===== src/hw/rtl/pwmbd_pkg.sv =====
// pwmbd_pkg: types and constants for the pulse width bit decoder.
// No dependencies; used by pwm_pulse_width_bit_decoder.
`default_nettype none

package pwmbd_pkg;

    localparam int DUR_W   = 15;
    localparam int CNT_W   = 7;
    localparam int CFG_IDX_W = 3;

    localparam logic [CNT_W-1:0] HARD_BIT_CAP = 7'd66;

    localparam logic [DUR_W-1:0] HEADER_MIN_RST = 15'd3500;
    localparam logic [DUR_W-1:0] HIGH_MIN_RST   = 15'd200;
    localparam logic [DUR_W-1:0] HIGH_MAX_RST   = 15'd1300;
    localparam logic [DUR_W-1:0] SHORT_HIGH_RST = 15'd680;
    localparam logic [DUR_W-1:0] GAP_RST        = 15'd2000;
    localparam logic [CNT_W-1:0] BIT_LIMIT_RST  = 7'd66;

    typedef enum logic [CFG_IDX_W-1:0] {
        CFG_HEADER_MIN = 3'd0,
        CFG_HIGH_MIN   = 3'd1,
        CFG_HIGH_MAX   = 3'd2,
        CFG_SHORT_HIGH = 3'd3,
        CFG_GAP        = 3'd4,
        CFG_BIT_LIMIT  = 3'd5
    } cfg_idx_t;

    typedef enum logic [2:0] {
        PH_SEARCH = 3'b001,
        PH_DECODE = 3'b010,
        PH_STOP   = 3'b100
    } phase_t;

endpackage

`default_nettype wire


===== src/hw/rtl/pwm_pulse_width_bit_decoder.sv =====
// pwm_pulse_width_bit_decoder: header search and high-duration bit decode.
// Depends on pwmbd_pkg.
//
//  channel  | direction | handshake           | payload
//  ---------+-----------+---------------------+---------------------------------------------
//  symbol   | in        | in_valid / in_stall | level_first dur_first level_second dur_second
//           |           |                     | last_symbol
//  result   | out       | out_valid/out_stall | bit_valid bit_value bit_index done_res
//           |           |                     | bit_count status
//  config   | in        | cfg_we              | cfg_index cfg_data
//
// A symbol is decoded in the cycle it is accepted; its registered results show in the
// cycle after. One symbol per cycle while out_stall is low and each symbol yields at most
// one result; a last symbol with a bit sends a bit beat then a done beat through one port.
// in_stall rises while out_stall blocks held results, or while both beats are held.
// Reset puts decoding in header search with zero bits and loads default limits.
`default_nettype none

module pwm_pulse_width_bit_decoder (
    input  wire logic                              clk,
    input  wire logic                              rst_n,

    input  wire logic                              cfg_we,
    input  wire logic [pwmbd_pkg::CFG_IDX_W-1:0]   cfg_index,
    input  wire logic [pwmbd_pkg::DUR_W-1:0]       cfg_data,

    input  wire logic                              in_valid,
    output logic                                   in_stall,
    input  wire logic                              level_first,
    input  wire logic [pwmbd_pkg::DUR_W-1:0]       dur_first,
    input  wire logic                              level_second,
    input  wire logic [pwmbd_pkg::DUR_W-1:0]       dur_second,
    input  wire logic                              last_symbol,

    output logic                                   out_valid,
    input  wire logic                              out_stall,
    output logic                                   bit_valid,
    output logic                                   bit_value,
    output logic [pwmbd_pkg::CNT_W-1:0]            bit_index,
    output logic                                   done_res,
    output logic [pwmbd_pkg::CNT_W-1:0]            bit_count,
    output logic                                   status
);

    logic [pwmbd_pkg::DUR_W-1:0] header_min_reg;
    logic [pwmbd_pkg::DUR_W-1:0] high_min_reg;
    logic [pwmbd_pkg::DUR_W-1:0] high_max_reg;
    logic [pwmbd_pkg::DUR_W-1:0] short_high_reg;
    logic [pwmbd_pkg::DUR_W-1:0] gap_reg;
    logic [pwmbd_pkg::CNT_W-1:0] bit_limit_reg;

    pwmbd_pkg::phase_t           phase_reg, phase_next, phase_mid;
    logic [pwmbd_pkg::CNT_W-1:0] bits_reg, bits_next, bits_mid, bits_inc;

    logic                        bit_pend_reg, done_pend_reg;
    logic                        bit_value_reg;
    logic [pwmbd_pkg::CNT_W-1:0] bit_index_reg;
    logic [pwmbd_pkg::CNT_W-1:0] done_count_reg;
    logic                        done_status_reg;

    logic                        in_take, out_take;
    logic [pwmbd_pkg::CNT_W-1:0] limit;
    logic [pwmbd_pkg::DUR_W-1:0] hi_dur, lo_dur;
    logic                        is_header;
    logic                        emit_bit;
    logic                        emit_value;

    // configuration
    always_ff @(posedge clk or negedge rst_n)
    begin
        if (!rst_n)
        begin
            header_min_reg <= pwmbd_pkg::HEADER_MIN_RST;
            high_min_reg   <= pwmbd_pkg::HIGH_MIN_RST;
            high_max_reg   <= pwmbd_pkg::HIGH_MAX_RST;
            short_high_reg <= pwmbd_pkg::SHORT_HIGH_RST;
            gap_reg        <= pwmbd_pkg::GAP_RST;
            bit_limit_reg  <= pwmbd_pkg::BIT_LIMIT_RST;
        end
        else if (cfg_we)
        begin
            case (cfg_index)
                pwmbd_pkg::CFG_HEADER_MIN: header_min_reg <= cfg_data;
                pwmbd_pkg::CFG_HIGH_MIN:   high_min_reg   <= cfg_data;
                pwmbd_pkg::CFG_HIGH_MAX:   high_max_reg   <= cfg_data;
                pwmbd_pkg::CFG_SHORT_HIGH: short_high_reg <= cfg_data;
                pwmbd_pkg::CFG_GAP:        gap_reg        <= cfg_data;
                pwmbd_pkg::CFG_BIT_LIMIT:  bit_limit_reg  <= cfg_data[pwmbd_pkg::CNT_W-1:0];
                default: ;
            endcase
        end
    end

    // handshake
    assign out_valid = bit_pend_reg | done_pend_reg;
    assign out_take  = out_valid & ~out_stall;
    assign in_stall  = (bit_pend_reg & done_pend_reg) | (out_valid & out_stall);
    assign in_take   = in_valid & ~in_stall;

    // decode
    assign limit     = (bit_limit_reg < pwmbd_pkg::HARD_BIT_CAP) ? bit_limit_reg
                                                                 : pwmbd_pkg::HARD_BIT_CAP;
    assign hi_dur    = level_first ? dur_first : dur_second;
    assign lo_dur    = level_first ? dur_second : dur_first;
    assign is_header = (~level_first & (dur_first > header_min_reg)) |
                       (~level_second & (dur_second > header_min_reg));
    assign bits_inc  = bits_reg + 7'd1;

    always_comb
    begin
        phase_mid  = phase_reg;
        bits_mid   = bits_reg;
        emit_bit   = 1'b0;
        emit_value = 1'b0;
        case (phase_reg)
            pwmbd_pkg::PH_SEARCH:
            begin
                if (is_header)
                    phase_mid = pwmbd_pkg::PH_DECODE;
            end
            pwmbd_pkg::PH_DECODE:
            begin
                if (bits_reg >= limit)
                    phase_mid = pwmbd_pkg::PH_STOP;
                else if ((hi_dur < high_min_reg) || (hi_dur > high_max_reg))
                    phase_mid = pwmbd_pkg::PH_STOP;
                else
                begin
                    emit_bit   = 1'b1;
                    emit_value = hi_dur < short_high_reg;
                    bits_mid   = bits_inc;
                    if ((lo_dur > gap_reg) || (bits_inc >= limit))
                        phase_mid = pwmbd_pkg::PH_STOP;
                end
            end
            default: ;
        endcase

        if (last_symbol)
        begin
            phase_next = pwmbd_pkg::PH_SEARCH;
            bits_next  = '0;
        end
        else
        begin
            phase_next = phase_mid;
            bits_next  = bits_mid;
        end
    end

    always_ff @(posedge clk or negedge rst_n)
    begin
        if (!rst_n)
        begin
            phase_reg     <= pwmbd_pkg::PH_SEARCH;
            bits_reg      <= '0;
            bit_pend_reg  <= 1'b0;
            done_pend_reg <= 1'b0;
        end
        else if (in_take)
        begin
            phase_reg     <= phase_next;
            bits_reg      <= bits_next;
            bit_pend_reg  <= emit_bit;
            done_pend_reg <= last_symbol;
        end
        else if (out_take)
        begin
            if (bit_pend_reg)
                bit_pend_reg <= 1'b0;
            else
                done_pend_reg <= 1'b0;
        end
    end

    always_ff @(posedge clk)
    begin
        if (in_take)
        begin
            bit_value_reg   <= emit_value;
            bit_index_reg   <= bits_reg;
            done_count_reg  <= bits_mid;
            done_status_reg <= (phase_mid == pwmbd_pkg::PH_SEARCH);
        end
    end

    // bit beat goes first, done beat after
    assign bit_valid = bit_pend_reg;
    assign bit_value = bit_pend_reg & bit_value_reg;
    assign bit_index = bit_pend_reg ? bit_index_reg : '0;
    assign done_res  = ~bit_pend_reg & done_pend_reg;
    assign bit_count = done_res ? done_count_reg : '0;
    assign status    = done_res & done_status_reg;

`ifndef SYNTHESIS
    a_bits_cap: assert property (@(posedge clk) disable iff (!rst_n)
        bits_reg <= pwmbd_pkg::HARD_BIT_CAP)
        else $error("bit counter past hard cap");

    a_search_zero: assert property (@(posedge clk) disable iff (!rst_n)
        (phase_reg == pwmbd_pkg::PH_SEARCH) |-> (bits_reg == '0))
        else $error("bits counted while searching for header");

    a_full_stalls: assert property (@(posedge clk) disable iff (!rst_n)
        (bit_pend_reg && done_pend_reg) |-> in_stall)
        else $error("symbol taken with two results held");

    a_done_follows: assert property (@(posedge clk) disable iff (!rst_n)
        (out_take && bit_pend_reg && done_pend_reg) |=> (done_res && out_valid))
        else $error("done beat lost after bit beat");

    a_pend_hold: assert property (@(posedge clk) disable iff (!rst_n)
        (out_valid && out_stall) |=> $stable(bit_pend_reg) && $stable(done_pend_reg))
        else $error("held results changed under stall");
`endif

endmodule

`default_nettype wire

===== config.mk =====
export PLATFORM = sky130hd
export DESIGN_NAME = pwm_pulse_width_bit_decoder
export DESIGN_NICKNAME = d
export VERILOG_FILES = /design/src/hw/rtl/pwmbd_pkg.sv /design/src/hw/rtl/pwm_pulse_width_bit_decoder.sv
export SDC_FILE = /design/constraint.sdc
export NUM_CORES = 1
export LEC_CHECK = 0
export ABC_AREA = 1
export ABC_CLOCK_PERIOD_IN_PS = 4800
export BUFFER_PORTS_ARGS = -buffer_cell sky130_fd_sc_hd__clkbuf_2
export CAP_MARGIN = 10
export CORE_ASPECT_RATIO = 0.5
export CORE_MARGIN = 10
export CORE_UTILIZATION = 40
export CTS_CLUSTER_DIAMETER = 60
export DETAILED_ROUTE_END_ITERATION = 10
export HOLD_SLACK_MARGIN = 0.08
export PLACE_DENSITY = 0.69
export SLEW_MARGIN = 20
export SYNTH_ARGS = -nofsm -noshare
export SYNTH_HDL_FRONTEND = slang
export SYNTH_SLANG_ARGS = --single-unit
export TNS_END_PERCENT = 10

===== constraint.sdc =====
create_clock -name clk -period 4.8 [get_ports clk]
set_input_delay 0.96 -clock clk [delete_from_list [all_inputs] [get_ports clk]]
set_output_delay 0.96 -clock clk [all_outputs]
set_load 0.02 [all_outputs]

==> results of run 1 <==
## metrics by stage
| step | total power, mW | instance area, um^2 | hold WS [ns] | utilization |
|---|---|---|---|---|
| finish | 2.87 | 8290 | 0.487 | 0.453 |
| global route | 3.11 | 8290 | 0.500 | 0.453 |
| CTS | 2.89 | 8290 | 0.490 | 0.453 |
| detailed placement | 2.17 | 8010 | 0.473 | 0.438 |
| global placement | 2.13 | 8010 | 0.466 | 0.438 |
| floorplan | 1.90 | 7410 | 0.453 | - |
## kinds of logic after synthesis
group	Yosys count	share of synthesized area
buffers and inverters	191	0.0968
flip-flops	110	0.387
XOR/XNOR	5	0.00591
adder cells (fa/ha/maj)	104	0.176
AO/OA/AOI/OAI	193	0.135
AND/OR/NAND/NOR	353	0.199
## final cells by class
cell class / count / area (um^2) / area share
Clock buffer: 11 / 243 / 0.0293
Clock inverter: 5 / 32.5 / 0.00392
Inverter: 167 / 627 / 0.0756
Multi-Input combinational cell: 655 / 3830 / 0.462
Sequential cell: 110 / 2870 / 0.346
Tap cell: 240 / 300 / 0.0362
Timing Repair Buffer: 77 / 393 / 0.0474
## power by group
| part | leakage, nW | internal (mW) | switching, mW | total (mW) |
|---|---|---|---|---|
| clock network | 0.130 | 0.366 | 0.342 | 0.708 |
| registers | 1.30 | 1.14 | 0.0972 | 1.24 |
| logic | 2.97 | 0.350 | 0.579 | 0.929 |
| total | 4.40 | 1.85 | 1.02 | 2.87 |
## per-layer routing
| metal | GRT usage | wire length, um | vias up |
|---|---|---|---|
| met2 | 0.255 | 8480 | 135 |
| met1 | 0.178 | 8030 | 2892 |
| met4 | 0.0553 | 420 | 0 |
| met3 | 0.0273 | 834 | 30 |
| met5 | 0 | 0 | - |
| li1 | - | - | 3205 |
## worst max-delay path, stage by stage
cell and delay (ns):
clkbuf_2 0.09, inv_2 0.32, o21ai_0 0.29, ha_1 0.38, nand2_1 0.10, nor4_1 0.48, a21oi_2 0.17, nor2_8 0.21
nand3_1 0.12, and2_1 0.20
## worst paths after layout
| path | startpoint | depth (start not counted) | endpoint | slack (ns) |
|---|---|---|---|---|
| hold reg to reg | gap_reg[11] | 2 | gap_reg[11] | 0.49 |
| min in group asynchronous | rst_n | 1 | short_high_reg[8] | 0.70 |
| setup / recovery | level_first | 10 | done_count_reg[5] | 1.58 |
| hold / removal | gap_reg[11] | 2 | gap_reg[11] | 0.49 |
| max in group asynchronous | rst_n | 2 | gap_reg[10] | 3.17 |
| setup reg to reg | bit_limit_reg[4] | 15 | done_count_reg[5] | 2.12 |
## layout by cell type (no fill, tap or decap), types with 2 or more instances in the layout
| cell type | instances |
|---|---|
| a21o_1 | 2 |
| a21oi_1 | 47 |
| and2_1 | 8 |
| buf_4 | 3 |
| clkbuf_16 | 9 |
| clkbuf_2 | 74 |
| clkinvlp_4 | 2 |
| dfrtp_1 | 67 |
| dfstp_2 | 27 |
| edfxtp_1 | 16 |
| ha_1 | 104 |
| inv_1 | 166 |
| nand2_1 | 239 |
| nand2_2 | 8 |
| nand3_1 | 29 |
| nand3b_1 | 3 |
| nand4_1 | 5 |
| nor2_1 | 49 |
| nor3_1 | 5 |
| o211ai_1 | 3 |
| o21a_1 | 3 |
| o21ai_0 | 123 |
| o21ai_1 | 10 |
| o21bai_1 | 2 |
| xor2_1 | 5 |
==> summary.txt, run 1 <==
Starting Density -> 0.405
ys flop type -> dfrtp_1
pin count of the biggest net entering global routing -> 69
RSZ-0062 raised after global routing -> no
Setup Skew -> 0.00773 ns
post-CTS setup buffers -> 0
Post-synth EDFFs -> 16
Routed Antenna Nets -> 0
peak supply drop -> 0.153 mV
# hold bufs at CTS -> 0
ranking of synthesized cells by area -> dfrtp_1 (23%), ha_1 (18%), nand2_1 (12%)
Worst setup EP type -> flop
final setup violation count -> 0
worst slew pin tran -> 1.07 ns
CTS sink count -> 110
DR DRC count -> 0
total number of vias -> 6,262
vias in the first global route -> 6,036
Placed Instances -> 1,249
syn nets -> 1,116
syn_area_per_cell -> 7.75 um^2
total wire length -> 17,800 um
via/cell ratio -> 4.95
first-pass GRT wire length -> 29,100 um
P&R area growth vs syn -> 11.9%
asr flop ratio synth -> 0.855
Die Area -> 24,700 um^2
min Tclk post-route -> 3.22 ns
post-route clock period utilization -> 0.671
crit path max fanout -> 29
Hold Vio Cnt, Final -> 0
core area -> 18,300 um^2
Setup TNS Final -> 0 ns
initial antenna violation count -> 0
Die Ht -> 116 um
CTS tree -> yes
nets -> 1,180
Filler cells -> 1,826
DP Worst Slack -> 1.22 ns
DIE WIDTH -> 212 um
Max Cap Viol -> 0
TritonCTS Buffers -> 9
min setup slack post-route -> 1.58 ns
gpl congestion -> 0.890
all-layer global routing usage -> 0.146
status -> complete, no violations
total gr overflow -> 0
crit path DAT -> 3.34 ns
worst relative slew slack -> 0.285
most frequent cells after synthesis -> nand2_1 (239), inv_1 (166), o21ai_0 (123), ha_1 (104), dfrtp_1 (67)
PwrDens -> 347 nW/um^2
IO buf count -> 75
number of cell rows -> 35
synthesized area -> 7410 um^2
fmax -> 311 MHz
top cell type's share of synthesized area -> 0.226
Iter 0 DRT Violations -> 478
Worst Hold Class -> flop to flop
dominant cell type by area after synthesis -> dfrtp_1
Static Leak -> 4.40 nW
DPL Wire Length -> 14,200 um
non-filler cells, final -> 1,265
io pins -> 76
final number of max-transition violations -> 0
worst skew pair latency -> 0.36 ns
Crit Path Class -> input pin to flop
post-cts sizing count -> 0
Data required, critical path -> 4.92 ns
synth warn -> 0
share of cells above drive strength 1 -> 0.130
CTS Root Buffer Type -> clkbuf_16
count of cell types in the netlist -> 32
H-tree levels -> 3
clock tree buffer depth -> 2
Seq/Total Area, Yosys -> 0.387
most numerous cell in the Yosys netlist -> nand2_1
TritonRoute pass-1 iters -> 6
Yosys reg bits -> 110
wire per inst -> 14.0 um
gate count after technology mapping -> 956
antenna cell count -> 0
clock-pin slew on the worst setup and hold paths -> 0.07 ns
startpoint types -> input pin
Note: power is estimated with default switching activity, not from simulation.
==> inputs of run 2 (changes only) <==
--- a/config.mk
+++ b/config.mk
@@ -6,7 +6,7 @@
 export NUM_CORES = 1
 export LEC_CHECK = 0
 export ABC_AREA = 1
-export ABC_CLOCK_PERIOD_IN_PS = 4800
+export ABC_CLOCK_PERIOD_IN_PS = 3000
 export BUFFER_PORTS_ARGS = -buffer_cell sky130_fd_sc_hd__clkbuf_2
 export CAP_MARGIN = 10
 export CORE_ASPECT_RATIO = 0.5
==> constraint.sdc (replaced) <==
create_clock -name clk -period 3 [get_ports clk]
set_input_delay 0.6 -clock clk [delete_from_list [all_inputs] [get_ports clk]]
set_output_delay 0.6 -clock clk [all_outputs]
set_load 0.02 [all_outputs]
==> run 2 against run 1 <==
- utilization rose by 0.85 points
- critical path depth grew 6
- first-iteration DRC count fell by 16%
- total power up 65%
- design area grew 1.9%
- sequential power increased by 59%
- largest cell class unchanged
- largest power group unchanged
==> summary.txt, run 2 (synthesized netlist as in run 1, its figures left out) <==
crit path max fanout -> 11 (-62%)
share of cells above drive strength 1 -> 0.142 (+0.0126)
Filler cells -> 1,830 (+0.22%)
final core occ -> 0.461 (+0.00848)
Setup Skew -> 0.00868 ns (+0.000952 ns)
wire per inst -> 14.2 um (+1.0%)
Power Internal -> 3.10 mW (+67%)
Setup TNS Final -> 0 ns (unchanged)
final setup violation count -> 0 (unchanged)
min setup slack post-route -> 0.210 ns (-1.37 ns)
Worst R2R Setup Slack -> 0.38 ns (-1.74 ns)
Clock Power Share -> 0.262 (+0.015)
io pins -> 76 (unchanged)
number of cell rows -> 35 (unchanged)
CP max stage cell -> o21ai_0
gpl congestion -> 0.918 (+3.2%)
Routed Antenna Nets -> 0 (unchanged)
status -> complete, no violations
P_sw -> 1.63 mW (+60%)
Die Ht -> 116 um (unchanged)
min Tclk post-route -> 2.79 ns
vias in the first global route -> 6,422 (+6.4%)
CTS Root Buffer Type -> clkbuf_16
Power, Total -> 4.73 mW (+65%)
nets -> 1,195 (+1.3%)
TritonCTS Buffers -> 9 (unchanged)
Combinational Power Share -> 0.321 (-0.002)
pin count of the biggest net entering global routing -> 53 (-23%)
leading cell types in the layout, fill and taps excluded -> nand2_1 (239), inv_1 (166), o21ai_0 (122)
worst slew pin tran -> 0.968 ns (-0.102 ns)
fmax -> 358 MHz
Data required, critical path -> 3.10 ns (-1.82 ns)
Crit Reg-Reg Endpoint -> done_count_reg[5]
Crit Path Class -> input pin to flop
DR DRC count -> 0 (unchanged)
H-tree levels -> 3 (unchanged)
Max Cap Viol -> 0 (unchanged)
post-route clock period utilization -> 0.930
Switching Share -> 0.345 (-0.00967)
RSZ-0062 raised after global routing -> no
Worst path max stage delay -> 0.38 ns (-0.10 ns)
Area after DPL -> 8140 um^2 (+1.6%)
DIE WIDTH -> 212 um (unchanged)
peak supply drop -> 0.289 mV (+89%)
initial antenna violation count -> 0 (unchanged)
Seq pwr share -> 0.417 (-0.013)
all-layer global routing usage -> 0.152 (+0.00587)
PwrDens -> 560 nW/um^2 (+62%)
Iter 0 DRT Violations -> 400 (-16%)
total wire length -> 18,200 um (+2.2%)
CTS tree -> yes
total gr overflow -> 0 (unchanged)
CTS sink count -> 110 (unchanged)
Worst R2R Start -> bit_limit_reg[4]
worst skew pair latency -> 0.34 ns (-0.02 ns)
worst relative slew slack -> 0.353 (+0.0682)
core area -> 18,300 um^2 (unchanged)
clock-pin slew on the worst setup and hold paths -> 0.07 ns (about the same)
Starting Density -> 0.405 (unchanged)
DP Worst Slack -> -0.129 ns (-1.35 ns)
Static Leak -> 4.49 nW (+2.1%)
final instance area -> 8450 um^2 (+1.9%)
first-pass GRT wire length -> 30,600 um (+5.2%)
total number of vias -> 6,234 (-0.45%)
TritonRoute pass-1 iters -> 5 (-1)
crit path DAT -> 2.89 ns (-0.45 ns)
clock tree buffer depth -> 2 (unchanged)
R2R cell count -> 14 (-1)
final number of max-transition violations -> 0 (unchanged)
Worst Hold Class -> input pin to async pin
IO buf count -> 75 (unchanged)
Worst setup EP type -> flop
commonest non-fill, non-tap cell in the layout -> nand2_1
DPL Wire Length -> 14,500 um (+2.1%)
via/cell ratio -> 4.87 (-1.6%)
Most Frequent Cell on Critical Path -> nand2_1
startpoint types -> input pin
Hold Vio Cnt, Final -> 0 (unchanged)
cell chain of the critical path -> clkbuf_2, inv_2, buf_4, o21ai_0, ha_1, nand2_1, inv_1, nand2_1, nand2_1, a21oi_1, nand2_1, nand2_1, nand2_2, nor2_8, nand3_1, and2_1
P&R area growth vs syn -> 14.0%
Die Area -> 24,700 um^2 (unchanged)
antenna cell count -> 0 (unchanged)
==> run 2: cell count changes in the layout (fill, tap and decap cells not counted), sizes merged <==
| cell | delta |
|---|---|
| clkinv | -2 |
| buf | +15 |
| bufinv | +1 |
| clkbuf | +1 |
==> run 2: worst max path at each step <==
stage	from	end	slack, ns	depth (start not counted)
2_1_floorplan	level_first	done_count_reg[3]	0.14	14
6_report	level_first	done_count_reg[5]	0.21	16
3_3_place_gp	level_first	done_count_reg[6]	-0.07	12
4_1_cts	level_first	done_count_reg[5]	0.24	16
3_5_place_dp	level_first	done_count_reg[5]	-0.13	16
5_1_grt	level_first	done_count_reg[5]	0.001	16
==> run 2: stage by stage <==
| step | hold WS, ns | instances |
|---|---|---|
| after floorplan | 0.304 | 956 |
| after global placement | 0.466 | 1264 |
| after detailed placement | 0.474 | 1264 |
| after CTS | 0.264 | 1280 |
| after global routing | 0.285 | 1280 |
| final | 0.240 | 1280 |
==> run 2: what timing repair did <==
| action | in CTS | in global routing |
|---|---|---|
| hold endpoints to repair | 0 | 0 |
| setup buffers | 0 | 0 |
| hold buffers | 0 | 0 |
| endpoints found under the setup margin | 0 | 5 |
| resized for setup | 0 | 1 |
==> run 2: power by group through the flow <==
stage / clock network (mW) / registers (mW) / logic (mW)
2_1_floorplan: 0 / 1.95 / 1.08
3_3_place_gp: 0 / 1.99 / 1.44
3_5_place_dp: 0 / 1.99 / 1.51
4_1_cts: 1.27 / 1.97 / 1.52
5_1_grt: 1.33 / 2.01 / 1.79
6_report: 1.24 / 1.97 / 1.52
==> run 2: cell type report <==
type / instances / area, um^2 / share of cell area
Clock buffer: 12 / 256 / 0.0304
Multi-Input combinational cell: 655 / 3820 / 0.453
Inverter: 167 / 627 / 0.0742
Tap cell: 240 / 300 / 0.0356
Timing Repair Buffer: 92 / 518 / 0.0613
Sequential cell: 110 / 2870 / 0.339
Clock inverter: 4 / 53.8 / 0.00637
==> run 2: metal layers <==
metal / wire length [um] / share of wire / GRT usage / vias up
met5: 0 / 0 / 0 / -
met4: 246 / 0.014 / 0.0458 / 0
met3: 818 / 0.045 / 0.0295 / 16
met2: 8880 / 0.49 / 0.275 / 110
met1: 8220 / 0.45 / 0.181 / 2874
li1: - / - / - / 3234
==> run 2: worst max-delay path: cells and delay by family <==
kind	cells	cell delay, ns
buffers and inverters	4	0.40
AND/OR/NAND/NOR	9	0.97
adder cells (fa/ha/maj)	1	0.33
AO/OA/AOI/OAI	2	0.57
==> inputs of run 3 (changes only) <==
==> constraint.sdc (replaced) <==
create_clock -name clk -period 3 [get_ports clk]
set_input_delay 0.45 -clock clk [delete_from_list [all_inputs] [get_ports clk]]
set_output_delay 0.45 -clock clk [all_outputs]
set_load 0.02 [all_outputs]
==> run 3 against run 2 <==
- count of clock-buffer cells in the layout decreased by 2
- via count decreased by 0.55%
- non-clock buffer count decreased by 5
- die area unchanged
- total power decreased by 3.1%
- combinational power about the same
- register-to-register slack improved by 0.03 ns
- fmax increased by 6.0%
- cell count decreased by 0.39%
- sequential cell count unchanged
- utilization decreased by 0.44 points
- critical path type unchanged
- highest routed layer unchanged
==> summary.txt, run 3 (synthesized netlist as in run 1, its figures left out) <==
PwrDens -> 548 nW/um^2 (-2.2%)
Crit Reg-Reg Endpoint -> done_count_reg[5]
H-tree levels -> 3 (unchanged)
Data required, critical path -> 3.11 ns (about the same)
clock tree buffer depth -> 2 (unchanged)
worst relative slew slack -> 0.338 (-0.0156)
crit path DAT -> 2.75 ns (-0.14 ns)
all-layer global routing usage -> 0.149 (-0.00288)
Worst R2R Setup Slack -> 0.41 ns (+0.03 ns)
cell chain of the critical path -> clkbuf_2, inv_2, buf_4, o21ai_0, ha_1, nand2_1, nand2_1, nand2_1, nand2_1, a21oi_1, nand2_1, nand2_1, nand2_2, nor2_8, nand3_1, and2_1
Worst setup EP type -> flop
initial antenna violation count -> 0 (unchanged)
post-route clock period utilization -> 0.877 (-0.0527)
P&R area growth vs syn -> 12.9%
pin count of the biggest net entering global routing -> 52 (-1.9%)
total number of vias -> 6,200 (-0.55%)
RSZ-0062 raised after global routing -> no
Clock Power Share -> 0.241 (-0.021)
final core occ -> 0.457 (-0.00437)
Setup TNS Final -> 0 ns (unchanged)
io pins -> 76 (unchanged)
Static Leak -> 4.45 nW (-0.92%)
post-cts sizing count -> 0 (unchanged)
worst slew pin tran -> 0.991 ns (+0.0233 ns)
DP Worst Slack -> 0.00514 ns (+0.135 ns)
Worst R2R Start -> bit_limit_reg[4]
number of cell rows -> 35 (unchanged)
crit path max fanout -> 12 (+1)
fmax -> 380 MHz (+6.0%)
CP max stage cell -> o21ai_0
status -> complete, no violations
P_sw -> 1.62 mW (-0.38%)
Power, Total -> 4.58 mW (-3.1%)
DPL Wire Length -> 14,300 um (-1.6%)
wire per inst -> 13.9 um (-2.0%)
Worst path max stage delay -> 0.36 ns (-0.02 ns)
peak supply drop -> 0.279 mV (-3.5%)
Setup Skew -> 0.00967 ns (+0.000985 ns)
startpoint types -> input pin
Filler cells -> 1,834 (+0.22%)
first-pass GRT wire length -> 29,900 um (-2.2%)
Iter 0 DRT Violations -> 457 (+14%)
core area -> 18,300 um^2 (unchanged)
Crit Path Class -> input pin to flop
CTS Root Buffer Type -> clkbuf_16
antenna cell count -> 0 (unchanged)
final number of max-transition violations -> 0 (unchanged)
Seq pwr share -> 0.430 (+0.013)
# hold bufs at CTS -> 0 (unchanged)
DR DRC count -> 0 (unchanged)
Critical Path Start -> level_first
clock-pin slew on the worst setup and hold paths -> 0.07 ns (about the same)
min setup slack post-route -> 0.368 ns (+0.158 ns)
total wire length -> 17,700 um (-2.4%)
CTS sink count -> 110 (unchanged)
Starting Density -> 0.405 (unchanged)
leading cell types in the layout, fill and taps excluded -> nand2_1 (239), inv_1 (166), o21ai_0 (123)
TritonCTS Buffers -> 9 (unchanged)
Combinational Power Share -> 0.329 (+0.008)
IO buf count -> 75 (unchanged)
worst skew pair latency -> 0.35 ns (about the same)
nets -> 1,190 (-0.42%)
share of cells above drive strength 1 -> 0.138 (-0.00414)
CTS tree -> yes
gpl congestion -> 0.890 (-3.1%)
total gr overflow -> 0 (unchanged)
vias in the first global route -> 6,351 (-1.1%)
commonest non-fill, non-tap cell in the layout -> nand2_1
Most Frequent Cell on Critical Path -> nand2_1
Max Cap Viol -> 0 (unchanged)
Power Internal -> 2.96 mW (-4.6%)
R2R cell count -> 15 (+1)
Hold Vio Cnt, Final -> 0 (unchanged)
min Tclk post-route -> 2.63 ns (-0.158 ns)
Routed Antenna Nets -> 0 (unchanged)
post-CTS setup buffers -> 0 (unchanged)
Die Area -> 24,700 um^2 (unchanged)
TritonRoute pass-1 iters -> 5 (unchanged)
final setup violation count -> 0 (unchanged)
Die Ht -> 116 um (unchanged)
via/cell ratio -> 4.86 (-0.16%)
CP endpoint -> done_count_reg[5]
Switching Share -> 0.355 (+0.00980)
Worst Hold Class -> input pin to async pin
DIE WIDTH -> 212 um (unchanged)
==> run 3: cell types whose count changed in the layout (fill, tap and decap cells not counted) <==
cell	delta
clkinv_4	+1
buf_4	-5
bufinv_16	-1
o21ai_1	-1
inv_6	-1
o21ai_0	+1
clkinv_2	+3
clkbuf_8	-2
==> run 3: power by group through the flow <==
stage	clock [mW]	sequential (mW)	combinational (mW)
3_5_place_dp	0	1.99	1.50
2_1_floorplan	0	1.95	1.08
4_1_cts	1.13	1.97	1.51
3_3_place_gp	0	1.99	1.43
5_1_grt	1.20	2.01	1.77
6_report	1.11	1.97	1.51
==> run 3: worst min path at each step <==
stage,startpoint,to,cells after the start
after floorplan,rst_n,bit_limit_reg[0],0
after global placement,high_max_reg[14],high_max_reg[14],2
after detailed placement,short_high_reg[8],short_high_reg[8],2
after CTS,rst_n,high_min_reg[12],1
after global routing,rst_n,short_high_reg[12],1
final,rst_n,high_min_reg[12],1
==> run 3: cell type report <==
class	count	area [um^2]	share of cell area
multi-input cells	655	3820	0.457
clock inverters	6	38.8	0.00464
clock buffers	10	229	0.0274
flip-flops and latches	110	2870	0.343
repair buffers	87	480	0.0574
well taps	240	300	0.0359
inverters	167	627	0.0749
==> run 3: through the flow <==
stage          hold WS [ns]  instance area [um^2]  std cells
4_1_cts               0.109                  8370       1275
5_1_grt               0.122                  8370       1275
2_1_floorplan         0.154                  7410        956
3_5_place_dp          0.474                  8100       1259
3_3_place_gp          0.467                  8100       1259
6_report             0.0976                  8370       1275
==> run 3: critical path: cells and delay by family <==
kind                       cells  cell delay [ns]
adders and majority gates      1             0.33
and+or+nand+nor               10             1.03
AOI/OAI and AO/OA              2             0.58
buffers and inverters          3             0.35
==> run 3: routing by layer <==
| layer | track usage | up-vias | wire, um |
|---|---|---|---|
| met3 | 0.0305 | 21 | 772 |
| met2 | 0.269 | 104 | 8560 |
| met4 | 0.0359 | 0 | 245 |
| li1 | - | 3221 | - |
| met5 | 0 | - | 0 |
| met1 | 0.180 | 2854 | 8140 |
